### src/hdl/qbsa_pkg.sv
`timescale 1ns / 1ps
// ----------------------------------------------------------------------------
// qbsa_pkg
// Shared types and fixed widths for the QRS bandpass / square / average block.
// ----------------------------------------------------------------------------
package qbsa_pkg;

	localparam int COEF_W    = 32;   // Q5.27 coefficients
	localparam int Y_W       = 32;   // Q20.12 filter output
	localparam int PROD_W    = 64;
	localparam int ACC_W     = 58;   // Q.27 accumulator, ten terms
	localparam int FB_SHIFT  = 12;   // Q.39 feedback product back to Q.27
	localparam int OUT_SHIFT = 15;   // Q.27 to Q.12
	localparam int INT_SHIFT = 12;   // Q.12 to integer part
	localparam int IP_W      = Y_W - INT_SHIFT;
	localparam int RND_W     = ACC_W - OUT_SHIFT;
	localparam int SQ_W      = 40;
	localparam int SUM_W     = 46;
	localparam int CNT_W     = 6;    // holds any window length up to 63
	localparam int DIV_CNT_W = 6;    // holds SUM_W
	localparam int HIST      = 6;
	localparam int NUM_REGS  = 8;
	localparam int REG_IDX_W = 3;

	localparam logic [ACC_W-1:0] ROUND_ADD = ACC_W'(1) << (OUT_SHIFT - 1);

	localparam logic [REG_IDX_W-1:0] REG_B_OUTER = 3'd0;
	localparam logic [REG_IDX_W-1:0] REG_B_INNER = 3'd1;
	localparam logic [REG_IDX_W-1:0] REG_A1      = 3'd2;
	localparam logic [REG_IDX_W-1:0] REG_A2      = 3'd3;
	localparam logic [REG_IDX_W-1:0] REG_A3      = 3'd4;
	localparam logic [REG_IDX_W-1:0] REG_A4      = 3'd5;
	localparam logic [REG_IDX_W-1:0] REG_A5      = 3'd6;
	localparam logic [REG_IDX_W-1:0] REG_A6      = 3'd7;

	localparam logic signed [COEF_W-1:0] COEF_RESET [NUM_REGS] = '{
		32'sd126341,
		-32'sd379023,
		-32'sd730934902,
		32'sd1676546148,
		-32'sd2073005291,
		32'sd1457375014,
		-32'sd552403916,
		32'sd88217917
	};

	// one multiply per step through the shared multiplier; MS_DRAIN multiplies nothing
	typedef enum logic [3:0] {
		MS_X0    = 4'd0,
		MS_X2    = 4'd1,
		MS_X4    = 4'd2,
		MS_X6    = 4'd3,
		MS_Y1    = 4'd4,
		MS_Y2    = 4'd5,
		MS_Y3    = 4'd6,
		MS_Y4    = 4'd7,
		MS_Y5    = 4'd8,
		MS_Y6    = 4'd9,
		MS_DRAIN = 4'd10
	} mac_step_t;

	typedef struct packed {
		logic valid;
		logic sub;
		logic fb;
	} mac_term_t;

	typedef struct packed {
		logic busy;
		logic done;
	} div_stat_t;

endpackage

### src/hdl/qbsa_div.sv
`timescale 1ns / 1ps
// ----------------------------------------------------------------------------
// qbsa_div
// Restoring divider, one quotient bit per cycle, window sum by item count.
// ----------------------------------------------------------------------------
module qbsa_div (
	input  logic                        clk,
	input  logic                        arst_n,
	input  logic                        start,
	input  logic [qbsa_pkg::SUM_W-1:0]  dividend,
	input  logic [qbsa_pkg::CNT_W-1:0]  divisor,
	output qbsa_pkg::div_stat_t         stat,
	output logic [qbsa_pkg::SUM_W-1:0]  quotient
);

	logic                            busy_q;
	logic                            done_q;
	logic [qbsa_pkg::DIV_CNT_W-1:0]  bits_q;
	logic [qbsa_pkg::CNT_W-1:0]      rem_q;
	logic [qbsa_pkg::CNT_W-1:0]      dsor_q;
	logic [qbsa_pkg::SUM_W-1:0]      quo_q;

	logic [qbsa_pkg::CNT_W:0] trial;
	logic [qbsa_pkg::CNT_W:0] diff;
	logic                     ge;

	// dividend bits leave quo_q at the top while quotient bits enter at the bottom
	assign trial = {rem_q, quo_q[qbsa_pkg::SUM_W-1]};
	assign ge    = trial >= {1'b0, dsor_q};
	assign diff  = trial - {1'b0, dsor_q};

	always_ff @(posedge clk or negedge arst_n) begin
		if (!arst_n) begin
			busy_q <= 1'b0;
			done_q <= 1'b0;
			bits_q <= '0;
		end else begin
			done_q <= 1'b0;
			if (start) begin
				busy_q <= 1'b1;
				bits_q <= qbsa_pkg::DIV_CNT_W'(qbsa_pkg::SUM_W);
			end else if (busy_q) begin
				bits_q <= bits_q - 1'b1;
				if (bits_q == qbsa_pkg::DIV_CNT_W'(1)) begin
					busy_q <= 1'b0;
					done_q <= 1'b1;
				end
			end
		end
	end

	always_ff @(posedge clk) begin
		if (start) begin
			quo_q  <= dividend;
			rem_q  <= '0;
			dsor_q <= divisor;
		end else if (busy_q) begin
			rem_q <= ge ? diff[qbsa_pkg::CNT_W-1:0] : trial[qbsa_pkg::CNT_W-1:0];
			quo_q <= {quo_q[qbsa_pkg::SUM_W-2:0], ge};
		end
	end

	assign stat.busy = busy_q;
	assign stat.done = done_q;
	assign quotient  = quo_q;

	a_no_restart: assert property (@(posedge clk) disable iff (!arst_n)
		start |-> !busy_q && !done_q)
		else $error("divider restarted while working");

	a_nonzero_divisor: assert property (@(posedge clk) disable iff (!arst_n)
		busy_q && !$rose(busy_q) |-> dsor_q != '0)
		else $error("divide by zero count");

	a_done_pulse: assert property (@(posedge clk) disable iff (!arst_n)
		done_q |-> $fell(busy_q))
		else $error("done without a finished division");

endmodule

### config.mk
export PLATFORM = sky130hd
export DESIGN_NAME = qbsa_div
export DESIGN_NICKNAME = d
export VERILOG_FILES = /design/src/hdl/qbsa_pkg.sv /design/src/hdl/qbsa_div.sv
export SDC_FILE = /design/constraint.sdc
export NUM_CORES = 1
export LEC_CHECK = 0
export ABC_AREA = 0
export BUFFER_PORTS_ARGS = -buffer_cell sky130_fd_sc_hd__buf_2
export CELL_PAD_IN_SITES_DETAIL_PLACEMENT = 1
export CELL_PAD_IN_SITES_GLOBAL_PLACEMENT = 2
export CORE_MARGIN = 1.5
export CORE_UTILIZATION = 35
export DETAILED_ROUTE_END_ITERATION = 10
export GPL_TIMING_DRIVEN = 0
export PLACE_DENSITY_LB_ADDON = 0.2
export SLEW_MARGIN = 15
export SYNTH_ARGS = -nofsm -noshare
export SYNTH_HDL_FRONTEND = slang
export SYNTH_SLANG_ARGS = --single-unit
### constraint.sdc
create_clock -name clk -period 4.45 [get_ports clk]
set_clock_uncertainty 0.05 [all_clocks]
set_input_delay 0.2225 -clock clk [delete_from_list [all_inputs] [get_ports clk]]
set_output_delay 0.2225 -clock clk [all_outputs]
set_load 0.03 [all_outputs]
# [Yosys cells after proc, flatten, opt, wreduce, memory -nomap -nowiden]
# Cells that the tools add are included.
[classes] n_addsub=2 multipliers=0 div_mod_pow=0 magnitude_cmp=1 n_eq_ne=1 shifts=0 n_mux=11 bitwise_logic=0 n_reduce_logical=1
[op_table] op="46-bit 2-to-1 mux" n=2
[op_table] op="6-bit 2-to-1 mux" n=3
[op_table] op="7-bit by 6-bit greater-or-equal comparator with 1-bit output" n=1
[op_table] op="6-bit by 1-bit equality test with 1-bit output, second input constant" n=1
[op_table] op="1-bit 2-to-1 mux" n=6
[op_table] op="6-bit by 1-bit subtractor with 6-bit output, second input constant" n=1
[op_table] op="6-bit subtractor" n=1
[op_table] op="2-bit nonzero test" n=1
[totals] ff_bits=66 latch_bits=0 ramBits=0 romBits=0 inputBits=55 out_inout_bits=48 elab_cells=22 mem_count=0

# [Longest topological paths before layout]
[logic_depth] ltp_word=4 ltp_mapped=8 depth_no_buf=8

# [Worst setup path after synthesis]
# No wires, ideal clock.
[synth_path] path_kind="input to register" startpoint="input start" endpoint="register quo_q (netlist bit quotient[0]), enable pin" arrival_time_ns=2.088 slack_ns=1.912 path_stages=5 cell_sequence="clkbuf_1 -> buf_1 -> clkbuf_1 -> nor2_1 -> inv_1"
[synth_between] elab_chain_cells=1
[synth_rtl] element="start, declared" line="qbsa_div.sv:9" text="input logic start,"
[synth_rtl] element="2-bit nonzero test (no source line)"
[synth_rtl] element="end signal, assigned" line="qbsa_div.sv:54" text="quo_q <= dividend;"
[synth_rtl] element="end signal, assigned" line="qbsa_div.sv:59" text="quo_q <= {quo_q[qbsa_pkg::SUM_W-2:0], ge};"
[synth_rtl] element="end, declared" line="qbsa_div.sv:21" text="logic [qbsa_pkg::SUM_W-1:0] quo_q;"
# Every way passes these cells.
# A chain may end at the register's enable or synchronous reset.

# [Final worst setup path]
[layout_path] startpoint="input start" endpoint="register quo_q (netlist bit quotient[37]), enable pin"
# Same word-level chain as after synthesis.

==> reports/metrics.cfg <==
[synth]
synth_area_um2 = 3090
synth-seq-cells = 66
syn_nets = 282
synth_cell_types = 37
synth_warnings = 0
synthCells = 217
syn_area_per_cell_um2 = 14.2
ys_seq_area_frac = 0.610

[cells_and_area]
drive_gt1_frac = 0.491
final_nets = 403
nFillCells = 968
final_util = 0.464
area_growth_pct = 29.8
stdcell_area_um2 = 4010
n_antenna_cell = 0

[placement]
placed_cell_area_um2 = 3750
hpwl_um = 5270
port-buffer-count = 102
gp_congestion = 0.766

[clock_tree]
clk_latency_ps = 340
cts_made_buffers = 9
cts_setup_buffers = 0
clockBufferDepth = 2
cts.sinks = 66
clk_pin_slew_ps = 80
cts-root-buf = clkbuf_8
h-tree-depth = 3
postCtsResizedCells = 0
cts_tree = yes

[global_routing]
grtUsageTotal = 0.158
grt_pass1_vias = 2364
grt_pass1_wl_um = 11600
grt_max_degree = 32
antenna_found_initial = 0
overflow = 0

[sta]
rsz0062_at_grt = no
clock.fmax_mhz = 411
slew_viol_final = 0
tns_ps = 0
worst_slew_pin_slew_ps = 664
hold_viol_final = 0
setup_viol = 0
slew_headroom = 0.551
final.min_clock_period_ps = 2430
period_share = 0.547

[floorplanning]
core_area_um2 = 8640
die_x_um = 96.9
die-area_um2 = 9390
start_util = 0.357
num_io_pins = 103
num_rows = 34
die_y_um = 96.9

[detailed_routing]
drt-pass1-iter-count = 4
ant_nets = 0
routed_wl_um = 7140
highest_layer = met4
drtIter0Drc = 77
vias = 2158
drcViolationCount = 0
wl_met2_um = 3590
wl_met3_um = 439
route.layer.met1.wl_um = 3040
viasPerCell = 4.80
wl_per_cell_um = 15.9

[critical_path]
critPathLaunchType = input port
critical_path_class = in2reg
crit_required_ps = 4430
worstPathArrival_ps = 2420
path_max_fanout = 31
end_kind = flip-flop

[run_status]
status = finished clean

[pwr]
irDropWorstVdd_v = 0.000195
cellPowerDensity_nw_per_um2 = 441
p_leak_nw = 1.74

[min_path]
worstHoldPathType = in2reg

[run]
drv_cap = 0

## synth_stat cells
master	count	area share
o21a_1	1	0.0024
xor2_1	3	0.0085
nand2b_1	5	0.010
nor4bb_1	1	0.0032
clkbuf_1	4	0.0049
and2_1	1	0.0020
buf_1	5	0.0061
o21ai_0	5	0.0081
dfxtp_1	6	0.039
and3_1	1	0.0020
inv_1	12	0.015
nor2_1	15	0.018
nor3b_1	3	0.0073
buf_4	2	0.0049
fa_1	1	0.0065
a211o_1	1	0.0028
a22oi_1	1	0.0024
ha_1	9	0.036
or3_1	1	0.0020
edfxtp_1	52	0.51
o21bai_1	1	0.0024
a211oi_1	4	0.0097
a21o_1	1	0.0024
nor2b_1	2	0.0041
mux2i_1	3	0.0097
xnor2_1	4	0.011
nor4b_1	1	0.0028
a21oi_1	5	0.0081
or4b_1	1	0.0032
o311ai_1	1	0.0028
dfrtp_1	8	0.065
nor3_1	2	0.0032
buf_6	1	0.0036
nand2_1	5	0.0061
a41o_1	1	0.0032
mux2_2	47	0.17
and4b_1	1	0.0032
## area by class of cell
class | count | area, µm² | share of cell area
clock inverter | 6 | 58.8 | 0.0147
timing repair buffer | 110 | 601 | 0.150
clock buffer | 9 | 124 | 0.0309
buffer | 12 | 60.1 | 0.0150
multi-input combinational | 127 | 1100 | 0.275
tap | 108 | 135 | 0.0337
sequential | 66 | 1880 | 0.470
inverter | 12 | 45.0 | 0.0112
## cell usage in the layout, fill, tap and decap left out, types with 6 or more instances in the layout
cell type	instances
ha_1	9
edfxtp_1	52
buf_2	102
nor2_1	15
clkbuf_8	9
inv_1	11
dlygate4sd3_1	7
mux2_2	47
dfrtp_1	8
dfxtp_1	6
## what timing repair did
item | in CTS | in global routing
endpoints found under the hold margin | 14 | 0
hold buffers | 7 | 0
endpoints found under the setup margin | 0 | 0
## cells by family (layout without fill, tap and decap cells)
family | count (synthesis) | after routing | synth area share
flops | 66 | 66 | 0.610
mux | 50 | 50 | 0.181
simple gates | 39 | 39 | 0.0677
buf+inv | 24 | 149 | 0.0340
compound gates | 21 | 21 | 0.0446
fa+ha+maj | 10 | 10 | 0.0430
xor+xnor | 7 | 7 | 0.0199
## worst paths after layout
path,end,slack (ps),cells past startpoint,startpoint
worst min-delay path,quotient[22],130,2,dividend[22]
worst max-delay path,quotient[37],2020,7,start
worst max register to register,quotient[37],2200,5,busy_q
worst min register to register,rem_q[5],460,2,rem_q[5]
max in group asynchronous,done_q,3970,2,arst_n
min in group asynchronous,bits_q[3],210,2,arst_n
## state kept, by name, summed over array words and instances, names as in the netlist
register	flops
done_q	1
busy_q	1
quotient	46
dsor_q	6
rem_q	6
bits_q	6
## per-layer routing
metal / GRT usage / up-vias
li1: - / 1031
met1: 0.190 / 1062
met2: 0.266 / 59
met3: 0.0477 / 6
met4: 0.0635 / 0
met5: 0 / -
## stage by stage
step | instances | power, mW | setup WS (ps) | hold WS [ps]
final | 450 | 1.76 | 2020 | 132
after global routing | 450 | 1.86 | 1810 | 122
after CTS | 450 | 1.79 | 1940 | 116
after detailed placement | 428 | 1.29 | 1580 | 31.6
after global placement | 427 | 1.28 | 785 | 29.8
after floorplan | 217 | 1.15 | 1910 | -123
## critical path, stage by stage
cell and delay [ps]:
buf_2 170, clkbuf_1 380, buf_1 510, clkbuf_1 390
nor2_1 120, inv_2 320, buf_12 260
## power breakdown
group / switching, mW / internal [mW]
Sequential: 0.0455 / 0.751
Combinational: 0.269 / 0.209
Clock: 0.239 / 0.252
Total: 0.553 / 1.21
(Power assumes the default switching activity.)
